$ cat src/rtl/wht_pkg.sv
// ----------------------------------------------------------------------------
// wht_pkg
// Shared types and constants for the window hit-test and raise table.
// ----------------------------------------------------------------------------
package wht_pkg;

	localparam int WINDOW_SLOTS_DEF = 16;

	// frame around the client area
	localparam int TITLE_BAR = 24;
	localparam int FRAME     = 2;

	localparam logic [1:0] CMD_WRITE = 2'd0;
	localparam logic [1:0] CMD_HIT   = 2'd1;
	localparam logic [1:0] CMD_RAISE = 2'd2;

	localparam logic [15:0] DEPTH_MAX = 16'hFFFF;

	typedef enum logic [1:0] {
		ST_IDLE,
		ST_SCAN,
		ST_COMMIT,
		ST_EMIT
	} state_t;

	// controller to datapath
	typedef struct packed {
		logic accept;
		logic scan;
		logic commit;
		logic emit;
	} ctl_t;

	// datapath to controller
	typedef struct packed {
		logic needs_scan;
		logic scan_done;
		logic out_free;
	} sts_t;

	typedef struct packed {
		logic [15:0]        id;
		logic signed [14:0] left;
		logic signed [14:0] top;
		logic [13:0]        width;
		logic [13:0]        height;
		logic               shown;
	} rec_t;

endpackage

$ cat src/rtl/wht_ctrl.sv
// ----------------------------------------------------------------------------
// wht_ctrl
// Command sequencer: accept, slot scan, commit of a raise, result hand-off.
// ----------------------------------------------------------------------------
module wht_ctrl (
	input  logic          clk,
	input  logic          arst_n,
	input  logic          in_valid,
	output logic          in_stall,
	input  wht_pkg::sts_t sts,
	output wht_pkg::ctl_t ctl
);
	import wht_pkg::*;

	state_t state_q, state_d;

	always_ff @(posedge clk or negedge arst_n) begin
		if (!arst_n) begin
			state_q <= ST_IDLE;
		end else begin
			state_q <= state_d;
		end
	end

	always_comb begin
		state_d = state_q;
		case (state_q)
			ST_IDLE: begin
				if (in_valid) begin
					state_d = sts.needs_scan ? ST_SCAN : ST_EMIT;
				end
			end
			ST_SCAN: begin
				// last read is folded in on the edge that leaves this state
				if (sts.scan_done) begin
					state_d = ST_COMMIT;
				end
			end
			ST_COMMIT: begin
				state_d = ST_EMIT;
			end
			ST_EMIT: begin
				if (sts.out_free) begin
					state_d = ST_IDLE;
				end
			end
			default: begin
				state_d = ST_IDLE;
			end
		endcase
	end

	always_comb begin
		ctl      = '0;
		in_stall = 1'b1;
		case (state_q)
			ST_IDLE: begin
				in_stall   = 1'b0;
				ctl.accept = in_valid;
			end
			ST_SCAN: begin
				ctl.scan = 1'b1;
			end
			ST_COMMIT: begin
				ctl.commit = 1'b1;
			end
			ST_EMIT: begin
				ctl.emit = sts.out_free;
			end
			default: begin
				ctl = '0;
			end
		endcase
	end

endmodule

$ cat src/rtl/wht_datapath.sv
// ----------------------------------------------------------------------------
// wht_datapath
// Slot memories, one-slot-per-cycle scan with hit and id compare, focus
// register, count register and the result register.
// ----------------------------------------------------------------------------
module wht_datapath #(
	parameter int WINDOW_SLOTS = wht_pkg::WINDOW_SLOTS_DEF
) (
	input  logic               clk,
	input  logic               arst_n,
	input  wht_pkg::ctl_t      ctl,
	output wht_pkg::sts_t      sts,
	input  logic [1:0]         cmd,
	input  logic [3:0]         slot,
	input  logic [15:0]        win_ident,
	input  logic signed [14:0] left_x,
	input  logic signed [14:0] top_y,
	input  logic [13:0]        area_width,
	input  logic [13:0]        area_height,
	input  logic               shown,
	input  logic [15:0]        depth,
	input  logic [13:0]        point_x,
	input  logic [13:0]        point_y,
	input  logic               cfg_valid,
	output logic               cfg_ready,
	input  logic [4:0]         cfg_data,
	output logic               out_valid,
	input  logic               out_stall,
	output logic               found,
	output logic [3:0]         hit_slot,
	output logic [15:0]        hit_id,
	output logic [15:0]        new_depth,
	output logic [15:0]        focused_id
);
	import wht_pkg::*;

	localparam int SW = (WINDOW_SLOTS > 1) ? $clog2(WINDOW_SLOTS) : 1;
	localparam int CW = $clog2(WINDOW_SLOTS + 1);

	// slot memories; entries not yet written read as zero via valid bits
	rec_t        rec_mem [WINDOW_SLOTS];
	logic [15:0] dep_mem [WINDOW_SLOTS];
	logic [WINDOW_SLOTS-1:0] vld_q;

	logic [4:0]    slot_limit_q;
	logic [CW-1:0] n_slots, idx_q;
	logic [31:0]   n_full;

	logic [1:0]    cmd_q;
	logic [15:0]   id_q;
	logic [13:0]   px_q, py_q;

	logic          rd_s1;
	logic [SW-1:0] addr_s1;
	rec_t          rec_s1;
	logic [15:0]   dep_s1;
	logic          vld_s1;

	logic          found_q;
	logic [SW-1:0] hslot_q;
	logic [15:0]   hid_q, ndepth_q, top_q, focus_q;

	logic          out_valid_q, out_found_q;
	logic [3:0]    out_slot_q;
	logic [15:0]   out_id_q, out_depth_q, out_focus_q;

	logic [SW+3:0] slot_ext, hslot_ext;
	logic [SW-1:0] slot_addr, rd_addr;
	logic          slot_ok, wr_rec, raise_wr, issue;
	logic          dep_we;
	logic [SW-1:0] dep_wa;
	logic [15:0]   dep_wd, raise_depth;

	rec_t               e_rec;
	logic [15:0]        e_dep;
	logic signed [16:0] px, py, x_lo, x_hi, y_lo, y_hi;
	logic               covers, hit_take, id_match;

	assign cfg_ready = 1'b1;

	always_ff @(posedge clk or negedge arst_n) begin
		if (!arst_n) begin
			slot_limit_q <= '0;
		end else if (cfg_valid) begin
			slot_limit_q <= cfg_data;
		end
	end

	// counts above the table size act as the table size
	assign n_full  = (32'(slot_limit_q) > 32'(WINDOW_SLOTS)) ?
		32'(WINDOW_SLOTS) : 32'(slot_limit_q);
	assign n_slots = n_full[CW-1:0];

	assign slot_ext  = {{SW{1'b0}}, slot};
	assign slot_addr = slot_ext[SW-1:0];
	assign slot_ok   = 32'(slot) < 32'(WINDOW_SLOTS);
	assign wr_rec    = ctl.accept && (cmd == CMD_WRITE) && slot_ok;

	assign raise_depth = (top_q == DEPTH_MAX) ? DEPTH_MAX : top_q + 16'd1;
	assign raise_wr    = ctl.commit && (cmd_q == CMD_RAISE) && found_q;

	assign dep_we = wr_rec || raise_wr;
	assign dep_wa = wr_rec ? slot_addr : hslot_q;
	assign dep_wd = wr_rec ? depth : raise_depth;

	assign issue   = ctl.scan && (idx_q < n_slots);
	assign rd_addr = idx_q[SW-1:0];

	always_ff @(posedge clk) begin
		if (wr_rec) begin
			rec_mem[slot_addr] <= '{id: win_ident, left: left_x, top: top_y,
				width: area_width, height: area_height, shown: shown};
		end else if (raise_wr && !vld_q[hslot_q]) begin
			// raised slot never written: its record stays all zero
			rec_mem[hslot_q] <= '0;
		end
		if (dep_we) begin
			dep_mem[dep_wa] <= dep_wd;
		end
		if (issue) begin
			rec_s1 <= rec_mem[rd_addr];
			dep_s1 <= dep_mem[rd_addr];
		end
	end

	always_ff @(posedge clk or negedge arst_n) begin
		if (!arst_n) begin
			vld_q   <= '0;
			vld_s1  <= 1'b0;
			rd_s1   <= 1'b0;
			addr_s1 <= '0;
		end else begin
			if (dep_we) begin
				vld_q[dep_wa] <= 1'b1;
			end
			rd_s1 <= issue;
			if (issue) begin
				vld_s1  <= vld_q[rd_addr];
				addr_s1 <= rd_addr;
			end
		end
	end

	assign e_rec = vld_s1 ? rec_s1 : '0;
	assign e_dep = vld_s1 ? dep_s1 : '0;

	// area = client area, frame left/right/below, title bar above
	assign px   = signed'({3'b000, px_q});
	assign py   = signed'({3'b000, py_q});
	assign x_lo = 17'(e_rec.left) - 17'(FRAME);
	assign x_hi = 17'(e_rec.left) + signed'({3'b000, e_rec.width}) + 17'(FRAME);
	assign y_lo = 17'(e_rec.top) - 17'(TITLE_BAR);
	assign y_hi = 17'(e_rec.top) + signed'({3'b000, e_rec.height}) + 17'(FRAME);

	assign covers   = (px >= x_lo) && (px < x_hi) && (py >= y_lo) && (py < y_hi);
	assign hit_take = e_rec.shown && covers && (!found_q || (e_dep >= ndepth_q));
	assign id_match = !found_q && (e_rec.id == id_q);

	always_ff @(posedge clk or negedge arst_n) begin
		if (!arst_n) begin
			cmd_q    <= CMD_WRITE;
			id_q     <= '0;
			px_q     <= '0;
			py_q     <= '0;
			idx_q    <= '0;
			found_q  <= 1'b0;
			hslot_q  <= '0;
			hid_q    <= '0;
			ndepth_q <= '0;
			top_q    <= '0;
			focus_q  <= '0;
		end else begin
			if (ctl.accept) begin
				cmd_q    <= cmd;
				id_q     <= win_ident;
				px_q     <= point_x;
				py_q     <= point_y;
				idx_q    <= '0;
				found_q  <= 1'b0;
				hslot_q  <= '0;
				hid_q    <= '0;
				ndepth_q <= '0;
				top_q    <= '0;
			end
			if (issue) begin
				idx_q <= idx_q + 1'b1;
			end
			if (rd_s1) begin
				if (cmd_q == CMD_HIT) begin
					if (hit_take) begin
						found_q  <= 1'b1;
						hslot_q  <= addr_s1;
						hid_q    <= e_rec.id;
						ndepth_q <= e_dep;
					end
				end else begin
					if (id_match) begin
						found_q <= 1'b1;
						hslot_q <= addr_s1;
					end
					if (e_dep > top_q) begin
						top_q <= e_dep;
					end
				end
			end
			if (raise_wr) begin
				ndepth_q <= raise_depth;
				hid_q    <= id_q;
				focus_q  <= id_q;
			end
		end
	end

	assign hslot_ext = {4'b0000, hslot_q};

	// result register
	always_ff @(posedge clk or negedge arst_n) begin
		if (!arst_n) begin
			out_valid_q <= 1'b0;
		end else if (ctl.emit) begin
			out_valid_q <= 1'b1;
		end else if (!out_stall) begin
			out_valid_q <= 1'b0;
		end
	end

	always_ff @(posedge clk) begin
		if (ctl.emit) begin
			out_found_q <= found_q;
			out_slot_q  <= hslot_ext[3:0];
			out_id_q    <= hid_q;
			out_depth_q <= ndepth_q;
			out_focus_q <= focus_q;
		end
	end

	assign sts.needs_scan = (cmd == CMD_HIT) || (cmd == CMD_RAISE);
	assign sts.scan_done  = !(idx_q < n_slots);
	assign sts.out_free   = !out_valid_q || !out_stall;

	assign out_valid  = out_valid_q;
	assign found      = out_found_q;
	assign hit_slot   = out_slot_q;
	assign hit_id     = out_id_q;
	assign new_depth  = out_depth_q;
	assign focused_id = out_focus_q;

endmodule

$ cat src/rtl/window_hit_test_and_raise_table.sv
// ----------------------------------------------------------------------------
// window_hit_test_and_raise_table
// Window record table with z-ordered point hit-test and raise-by-id.
// ----------------------------------------------------------------------------
// A write command needs no slot scan; a hit-test or raise scans n slots,
// n = min(slot limit, WINDOW_SLOTS), one slot per cycle, since the slot
// memory has one read port. The result register lets a new command be
// accepted while a result waits. Every command gives exactly one result;
// configuration is always ready.
module window_hit_test_and_raise_table #(
	parameter int WINDOW_SLOTS = wht_pkg::WINDOW_SLOTS_DEF
) (
	input  logic               clk,
	input  logic               arst_n,
	input  logic               in_valid,
	output logic               in_stall,
	input  logic [1:0]         cmd,
	input  logic [3:0]         slot,
	input  logic [15:0]        win_ident,
	input  logic signed [14:0] left_x,
	input  logic signed [14:0] top_y,
	input  logic [13:0]        area_width,
	input  logic [13:0]        area_height,
	input  logic               shown,
	input  logic [15:0]        depth,
	input  logic [13:0]        point_x,
	input  logic [13:0]        point_y,
	output logic               out_valid,
	input  logic               out_stall,
	output logic               found,
	output logic [3:0]         hit_slot,
	output logic [15:0]        hit_id,
	output logic [15:0]        new_depth,
	output logic [15:0]        focused_id,
	input  logic               cfg_valid,
	output logic               cfg_ready,
	input  logic [4:0]         cfg_data
);
	import wht_pkg::*;

	ctl_t ctl;
	sts_t sts;

	wht_ctrl u_ctrl (
		.clk      (clk),
		.arst_n   (arst_n),
		.in_valid (in_valid),
		.in_stall (in_stall),
		.sts      (sts),
		.ctl      (ctl)
	);

	wht_datapath #(
		.WINDOW_SLOTS (WINDOW_SLOTS)
	) u_datapath (
		.clk         (clk),
		.arst_n      (arst_n),
		.ctl         (ctl),
		.sts         (sts),
		.cmd         (cmd),
		.slot        (slot),
		.win_ident   (win_ident),
		.left_x      (left_x),
		.top_y       (top_y),
		.area_width  (area_width),
		.area_height (area_height),
		.shown       (shown),
		.depth       (depth),
		.point_x     (point_x),
		.point_y     (point_y),
		.cfg_valid   (cfg_valid),
		.cfg_ready   (cfg_ready),
		.cfg_data    (cfg_data),
		.out_valid   (out_valid),
		.out_stall   (out_stall),
		.found       (found),
		.hit_slot    (hit_slot),
		.hit_id      (hit_id),
		.new_depth   (new_depth),
		.focused_id  (focused_id)
	);

endmodule

$ cat config.mk
export PLATFORM = sky130hd
export DESIGN_NAME = window_hit_test_and_raise_table
export DESIGN_NICKNAME = d
export VERILOG_FILES = /design/src/rtl/wht_pkg.sv /design/src/rtl/wht_ctrl.sv /design/src/rtl/wht_datapath.sv /design/src/rtl/window_hit_test_and_raise_table.sv
export SDC_FILE = /design/constraint.sdc
export NUM_CORES = 2
export LEC_CHECK = 0
export BUFFER_PORTS_ARGS = -buffer_cell sky130_fd_sc_hd__buf_2
export CAP_MARGIN = 20
export CORE_ASPECT_RATIO = 0.5
export CORE_MARGIN = 3
export CORE_UTILIZATION = 57
export CTS_BUF_LIST = sky130_fd_sc_hd__clkbuf_4
export CTS_CLUSTER_SIZE = 28
export DETAILED_ROUTE_END_ITERATION = 10
export PLACE_DENSITY = 0.78
export REMOVE_ABC_BUFFERS = 1
export SYNTH_ARGS = -nofsm -noshare
export SYNTH_HDL_FRONTEND = slang
export SYNTH_SLANG_ARGS = --single-unit
$ cat constraint.sdc
create_clock -name clk -period 9.7 [get_ports clk]
set_input_delay 1.94 -clock clk [delete_from_list [all_inputs] [get_ports clk]]
set_output_delay 1.94 -clock clk [all_outputs]
set_load 0.02 [all_outputs]
Word-level counts from Yosys, hierarchy flattened
Memory sizes are Yosys's and may differ from the RTL's. A register that Yosys moved wholly into a read port is not among the register bits.
Index checks and enable logic that the tools add are counted.
{"block": "classes", "n_addsub": 8, "order_cmp": 12, "n_eq_ne": 13, "mux": 60, "bitwise_logic": 1, "n_reduce_logical": 25}
{"op": "2-to-1 mux 16 bit", "count": 17}
{"op": "2-to-1 mux 75 bit", "count": 2}
{"op": "OR reduction 75 bit", "count": 1}
{"op": "adder 17 x 3 -> 17 bit (second input constant)", "count": 2}
{"op": ">= comparator 15 x 17 -> 1 bit", "count": 2}
{"op": "less-than comparator 15 x 17 -> 1 bit", "count": 2}
{"op": "adder 15 x 15 -> 16 bit", "count": 2}
{"op": "2-to-1 mux 4 bit", "count": 7}
{"op": "2-to-1 mux 1 bit", "count": 23}
{"op": "adder 16 x 1 -> 16 bit (second input constant)", "count": 1}
{"op": "== test 16 bit", "count": 1}
{"op": "== test 16 bit (second input constant)", "count": 1}
{"op": ">= comparator 16 bit", "count": 1}
{"op": "greater-than comparator 16 bit", "count": 1}
{"op": "OR 16 bit", "count": 1}
{"op": "subtractor 15 x 3 -> 16 bit (second input constant)", "count": 1}
{"op": "subtractor 15 x 6 -> 16 bit (second input constant)", "count": 1}
{"op": "less-than comparator 4 x 5 -> 1 bit (second input constant)", "count": 3}
{"op": "2-to-1 mux 5 bit", "count": 3}
{"op": "logical AND 1 bit", "count": 12}
{"op": "binary-select mux 1 bit (select 4 bit)", "count": 2}
{"op": "== test 2 bit (second input constant)", "count": 4}
{"op": "2-to-1 mux 2 bit", "count": 4}
{"op": "one-hot mux 2 bit (4 select lines)", "count": 1}
{"op": "13 further kinds", "count": 24}
{"block": "totals", "ff_bits": 203, "mem_bits_rw": 1456, "input_bits": 135, "word_cells": 144, "mem_count": 2}
{"memory": "u_datapath.rec_mem", "depth": 16, "width": 75, "read_ports": 1, "rd_ports_with_merged_regs": 1, "write_ports": 1, "line_no": "wht_datapath.sv:41", "rtl": "rec_t rec_mem [WINDOW_SLOTS];"}
{"memory": "u_datapath.dep_mem", "depth": 16, "width": 16, "read_ports": 1, "rd_ports_with_merged_regs": 1, "write_ports": 1, "line_no": "wht_datapath.sv:42", "rtl": "logic [15:0] dep_mem [WINDOW_SLOTS];"}

Depth between registers and ports, before layout
{"block": "logic_depth", "depth_word": 13, "mapped_depth": 32, "depth_no_buf": 23}

By module
A second synthesis with hierarchy kept.
{"block": "unflattened", "hier_cells": 3605, "hier_area_um2": 71436.0}
{"module": "wht_datapath", "n_inst": 1, "cells_each": 3584, "area_each_um2": 71242.1, "seq_area_each_um2": 51749.6}
{"module": "wht_ctrl", "n_inst": 1, "cells_each": 21, "area_each_um2": 193.9, "seq_area_each_um2": 50.0}

Worst setup path before layout
OpenSTA, ideal clock, no wires.
{"block": "synth_path", "path_type": "input-to-reg", "start": "input port cmd[0]", "end": "memory u_datapath.rec_mem[15][0] (netlist bit) (enable)", "setup_time_ns": 0.600, "arrival_time_ns": 8.646, "t_required_ns": 9.100, "setup_slack_ns": 0.454, "cell_stages": 10, "n_path_buf": 2, "cell_sequence": "inv_1 -> ha_1 -> and3_1 -> clkbuf_1 -> nor2_1 -> o21a_1 -> o21a_1 -> buf_1 -> a31oi_1 -> nor3_1"}
{"block": "synth_between", "elab_chain_cells": 6, "elab_cells_between_ends": 9, "classes_between": "6 x mux; 3 x reduce/logical"}
{"element": "start: declaration", "line_no": "window_hit_test_and_raise_table.sv:17", "rtl": "input logic [1:0] cmd,"}
{"element": "zero test 2 bit *", "line_no": "wht_datapath.sv:97", "rtl": "assign wr_rec = ctl.accept && (cmd == CMD_WRITE) && slot_ok;"}
{"element": "logical AND 1 bit *", "line_no": "wht_datapath.sv:97"}
{"element": "2-to-1 mux 1 bit", "line_no": "wht_datapath.sv:110", "rtl": "if (wr_rec) begin"}
{"element": "2-to-1 mux 1 bit (not written as such)", "line_no": "wht_datapath.sv:115", "rtl": "rec_mem[hslot_q] <= '0;"}
{"element": "OR reduction 75 bit (no source line)"}
{"element": "2-to-1 mux 4 bit (no source line) or 2-to-1 mux 1 bit (tied branches)"}
{"element": "end: declaration", "line_no": "wht_datapath.sv:41"}
Every way passes the cells marked *; elsewhere a longest branch is shown, timed or not.

Final worst setup path
{"block": "layout_path", "start": "register u_datapath.vld_s1", "end": "register u_datapath.ndepth_q[7]"}
{"block": "layout_between", "elab_chain_cells": 13, "elab_cells_between_ends": 23, "classes_between": "6 x add/sub; 5 x order compare; 6 x mux; 6 x reduce/logical"}
{"element": "start: declaration", "line_no": "wht_datapath.sv:57", "rtl": "logic vld_s1;"}
{"element": "start signal: assignment", "line_no": "wht_datapath.sv:138", "rtl": "vld_s1 <= vld_q[rd_addr];"}
{"element": "2-to-1 mux 75 bit", "line_no": "wht_datapath.sv:144", "rtl": "assign e_rec = vld_s1 ? rec_s1 : '0;"}
{"element": "adder 15 x 15 -> 16 bit", "line_no": "wht_datapath.sv:151", "rtl": "assign x_hi = 17'(e_rec.left) + signed'({3'b000, e_rec.width}) + 17'(FRAME);"}
{"element": "adder 17 x 3 -> 17 bit", "line_no": "wht_datapath.sv:151"}
{"element": "less-than comparator 15 x 17 -> 1 bit", "line_no": "wht_datapath.sv:155", "rtl": "assign covers = (px >= x_lo) && (px < x_hi) && (py >= y_lo) && (py < y_hi);"}
{"element": "logical AND 1 bit (3 in series)", "line_no": "wht_datapath.sv:155"}
{"element": "logical AND 1 bit (2 in series)", "line_no": "wht_datapath.sv:156", "rtl": "assign hit_take = e_rec.shown && covers && (!found_q || (e_dep >= ndepth_q));"}
{"element": "2-to-1 mux 16 bit *", "line_no": "wht_datapath.sv:190", "rtl": "if (hit_take) begin"}
{"element": "2-to-1 mux 16 bit *", "line_no": "wht_datapath.sv:189", "rtl": "if (cmd_q == CMD_HIT) begin"}
{"element": "2-to-1 mux 16 bit *", "line_no": "wht_datapath.sv:188", "rtl": "if (rd_s1) begin"}
{"element": "2-to-1 mux 16 bit *", "line_no": "wht_datapath.sv:206", "rtl": "if (raise_wr) begin"}
{"element": "end signal: assignment", "line_no": "wht_datapath.sv:194", "rtl": "ndepth_q <= e_dep;"}
{"element": "end signal: assignment", "line_no": "wht_datapath.sv:207", "rtl": "ndepth_q <= raise_depth;"}
{"element": "end: declaration", "line_no": "wht_datapath.sv:61", "rtl": "logic [15:0] hid_q, ndepth_q, top_q, focus_q;"}
Marks and branches as above.
A chain may end at the register's enable or synchronous reset.

==> impl_metrics.sql <==
INSERT INTO impl_metrics (metric_group, metric, value, unit) VALUES
('sta', 'timing.final.crit_share', '68.9', '%'),
('sta', 'maxSlewHeadroom', '21.5', '%'),
('logic_synthesis', 'synthDistinctLibCells', '83', ''),
('power', 'power.ir.vdd_worst', '0.231', 'mV'),
('logic_synthesis', 'main_synth_ff_type', 'sky130_fd_sc_hd__edfxtp_1', ''),
('critical_path', 'category_of_the_critical_setup_timing_path', 'register to register', ''),
('detailed_routing', 'detail-route-antenna-nets', '0', ''),
('detailed_routing', 'post-route-drc-count', '0', ''),
('die', 'ioPinCount', '191', ''),
('clocking', 'cts.path.max_buffers', '4', ''),
('detailed_routing', 'met3RoutedLength', '20600', 'um'),
('clocking', 'clk_pin_slew', '80', 'ps'),
('sta', 'drv_slew', '0', ''),
('logic_synthesis', 'post_synth_xor_area_fraction', '1.10', '%'),
('critical_path', 'r2r.worst_path.cells', '20', ''),
('detailed_routing', 'detail_route.vias_per_cell', '6.37', ''),
('sta', 'holdWs', '418', 'ps'),
('detailed_routing', 'drt-met1-wl', '74300', 'um'),
('die', 'rows', '91', ''),
('finish', 'design_area', '80600', 'sq um'),
('finish', 'drive_above_1_share', '25.6', '%'),
('logic_synthesis', 'main_combinational_cell_family_by_area_after_synthesis', 'multiplexers', ''),
('worst_hold_path', 'holdCritStartpoint', 'u_datapath.hid_q[12]', ''),
('clocking', 'cts_tree', 'done', ''),
('sta', 'fmax', '0.150', 'GHz'),
('critical_path', 'critical_path.max_fanout', '74', ''),
('logic_synthesis', 'yosys.area_share.adder', '2.23', '%'),
('run', 'drv.max_cap_violation_count', '0', ''),
('detailed_routing', 'drtIter0Drc', '5705', ''),
('worst_hold_path', 'worstHoldPathType', 'register to register', ''),
('logic_synthesis', 'yosysWarningCount', '0', ''),
('critical_path', 'timing.rr.end', 'u_datapath.ndepth_q[7]', ''),
('outcome', 'run_status', 'complete, no violations', ''),
('place', 'pre_cts_slack', '2600', 'ps'),
('logic_synthesis', 'number_of_synthesized_flops_with_an_enable_pin', '1600', ''),
('sta', 'finalClockSkew', '124', 'ps'),
('critical_path', 'r2r_start', 'u_datapath.vld_s1', ''),
('power', 'standby_leakage_power', '28.3', 'nW'),
('logic_synthesis', 'synth.top_cells.by_count', 'sky130_fd_sc_hd__edfxtp_1 (1600), sky130_fd_sc_hd__mux2i_1 (279), sky130_fd_sc_hd__nand2_1 (270)', ''),
('finish', 'area_delta_synth_final', '11.0', '%'),
('critical_path', 'reg2reg_setup_slack', '3020', 'ps'),
('grt', 'globalRouteTotalUtil', '27.9', '%'),
('grt', 'grt_max_degree', '136', ''),
('finish', 'final_core_utilization', '64.6', '%'),
('logic_synthesis', 'syn-instance-count', '4361', ''),
('die', 'initial_core_util', '58.2', '%'),
('logic_synthesis', 'syn_avg_cell_area', '16.6', 'sq um'),
('critical_path', 'critPathArrivalTime', '7820', 'ps'),
('logic_synthesis', 'synth_area_leader_cell', 'sky130_fd_sc_hd__edfxtp_1', ''),
('place', 'place.detailed.hpwl', '109000', 'um'),
('detailed_routing', 'number_of_iterations_in_the_first_detailed_routing_pass', '5', ''),
('place', 'globalplace.congestion', '0.887', ''),
('finish', 'num-nets-final', '5095', ''),
('place', 'placedInstanceArea', '75600', 'sq um'),
('detailed_routing', 'final_routed_wirelength_across_all_metal_layers', '185000', 'um'),
('sta', 'hold_viol', '0', ''),
('critical_path', 'crit_slowest_cell', 'sky130_fd_sc_hd__dfrtp_4', ''),
('worst_hold_path', 'min_to', 'u_datapath.hit_id[12]', ''),
('grt', 'first_pass_grt_wire_length', '273000', 'um'),
('clocking', 'gates_resized_cts_repair', '0', ''),
('logic_synthesis', 'ys_top_cells_by_area', 'sky130_fd_sc_hd__edfxtp_1 (66%), sky130_fd_sc_hd__mux4_2 (5.9%), sky130_fd_sc_hd__dfrtp_1 (5.2%)', ''),
('logic_synthesis', 'synth_compound_area_share', '6.80', '%'),
('logic_synthesis', 'synth.mux.area_fraction', '12.0', '%'),
('logic_synthesis', 'postSynth.asyncResetShare', '8.57', '%'),
('finish', 'fin_cells', '6769', ''),
('logic_synthesis', 'synth_top_cell_area_share', '66.2', '%'),
('logic_synthesis', 'post_synth_instance_area', '72600', 'sq um'),
('grt', 'grt_antenna_before_repair', '19', ''),
('detailed_routing', 'route.top_layer_used', 'met5', ''),
('detailed_routing', 'met2RoutedLength', '85300', 'um'),
('power', 'total_power', '21.1', 'mW');
-- final cells by class --
class	count	area, sq um	share of cell area [%]
Tap cell	1674	2090	2.60
Clock buffer	578	4340	5.38
Timing Repair Buffer	308	1890	2.35
Antenna cell	9	22.5	0.0279
Multi-Input combinational cell	2297	19700	24.5
Clock inverter	64	334	0.415
Inverter	89	337	0.418
Sequential cell	1750	51800	64.3
-- layout by cell type (no fill, tap or decap), types with 109 or more instances in the layout --
master	count
sky130_fd_sc_hd__mux4_2	191
sky130_fd_sc_hd__buf_4	109
sky130_fd_sc_hd__edfxtp_1	1600
sky130_fd_sc_hd__a21oi_1	152
sky130_fd_sc_hd__mux2_2	145
sky130_fd_sc_hd__dfrtp_1	145
sky130_fd_sc_hd__ha_1	127
sky130_fd_sc_hd__clkbuf_4	579
sky130_fd_sc_hd__nand2_1	268
sky130_fd_sc_hd__buf_2	190
sky130_fd_sc_hd__mux2i_1	279
sky130_fd_sc_hd__o21ai_0	233
-- critical path, delay by kind of cell, from the launching register on --
family | cells | cell delay [ps]
buffers and inverters | 1 | 370
adder cells (fa/ha/maj) | 2 | 630
AO/OA/AOI/OAI | 10 | 2970
XOR/XNOR | 1 | 200
AND/OR/NAND/NOR | 6 | 1420
flip-flops | 1 | 960
-- report_power, final --
part | switching [mW] | leakage [nW] | internal, mW
Combinational | 3.62 | 9.03 | 2.37
Sequential | 0.534 | 16.4 | 9.03
Clock | 2.79 | 2.83 | 2.78
-- per-layer routing --
metal,track usage (%),vias up
li1,-,18400
met3,6.43,344
met5,0,-
met2,42.4,2673
met4,9.78,8
met1,40.2,21800
-- worst max path at each step --
stage	start	to	slack (ps)	depth (start not counted)
after detailed placement	cmd[0]	u_datapath.rec_mem[7][30]	2600	12
after floorplan	u_datapath.idx_q[0]	u_datapath.idx_q[0]	-9980	11
after global placement	cmd[0]	u_datapath.rec_mem[7][31]	2820	12
final	u_datapath.vld_s1	u_datapath.ndepth_q[7]	3020	20
after global routing	u_datapath.vld_s1	u_datapath.ndepth_q[13]	2530	22
after CTS	u_datapath.vld_s1	u_datapath.ndepth_q[10]	3030	17
-- sequential cells by signal (all words and copies together), names as in the netlist, 4 cells and up --
signal / cells
u_datapath.hid_q: 16
u_datapath.idx_q: 5
u_datapath.addr_s1: 4
u_datapath.ndepth_q: 16
u_datapath.hslot_q: 4
u_datapath.top_q: 16
u_datapath.focused_id: 16
u_datapath.new_depth: 16
u_datapath.slot_limit_q: 5
u_datapath.dep_s1: 16
u_datapath.rec_s1: 75
u_datapath.hit_slot: 4
u_datapath.py_q: 14
u_datapath.px_q: 14
u_datapath.hit_id: 16
u_datapath.id_q: 16
u_datapath.dep_mem: 256
u_datapath.rec_mem: 1200
u_datapath.vld_q: 16
u_datapath.focus_q: 16
-- kinds of logic after synthesis --
| logic type | after synthesis |
|---|---|
| flip-flops | 1750 |
| buffers and inverters | 314 |
| XOR/XNOR | 89 |
| adder cells (fa/ha/maj) | 129 |
| AO/OA/AOI/OAI | 756 |
| AND/OR/NAND/NOR | 707 |
| multiplexers | 615 |
| other | 1 |
Note: power is estimated with default switching activity, not from simulation.
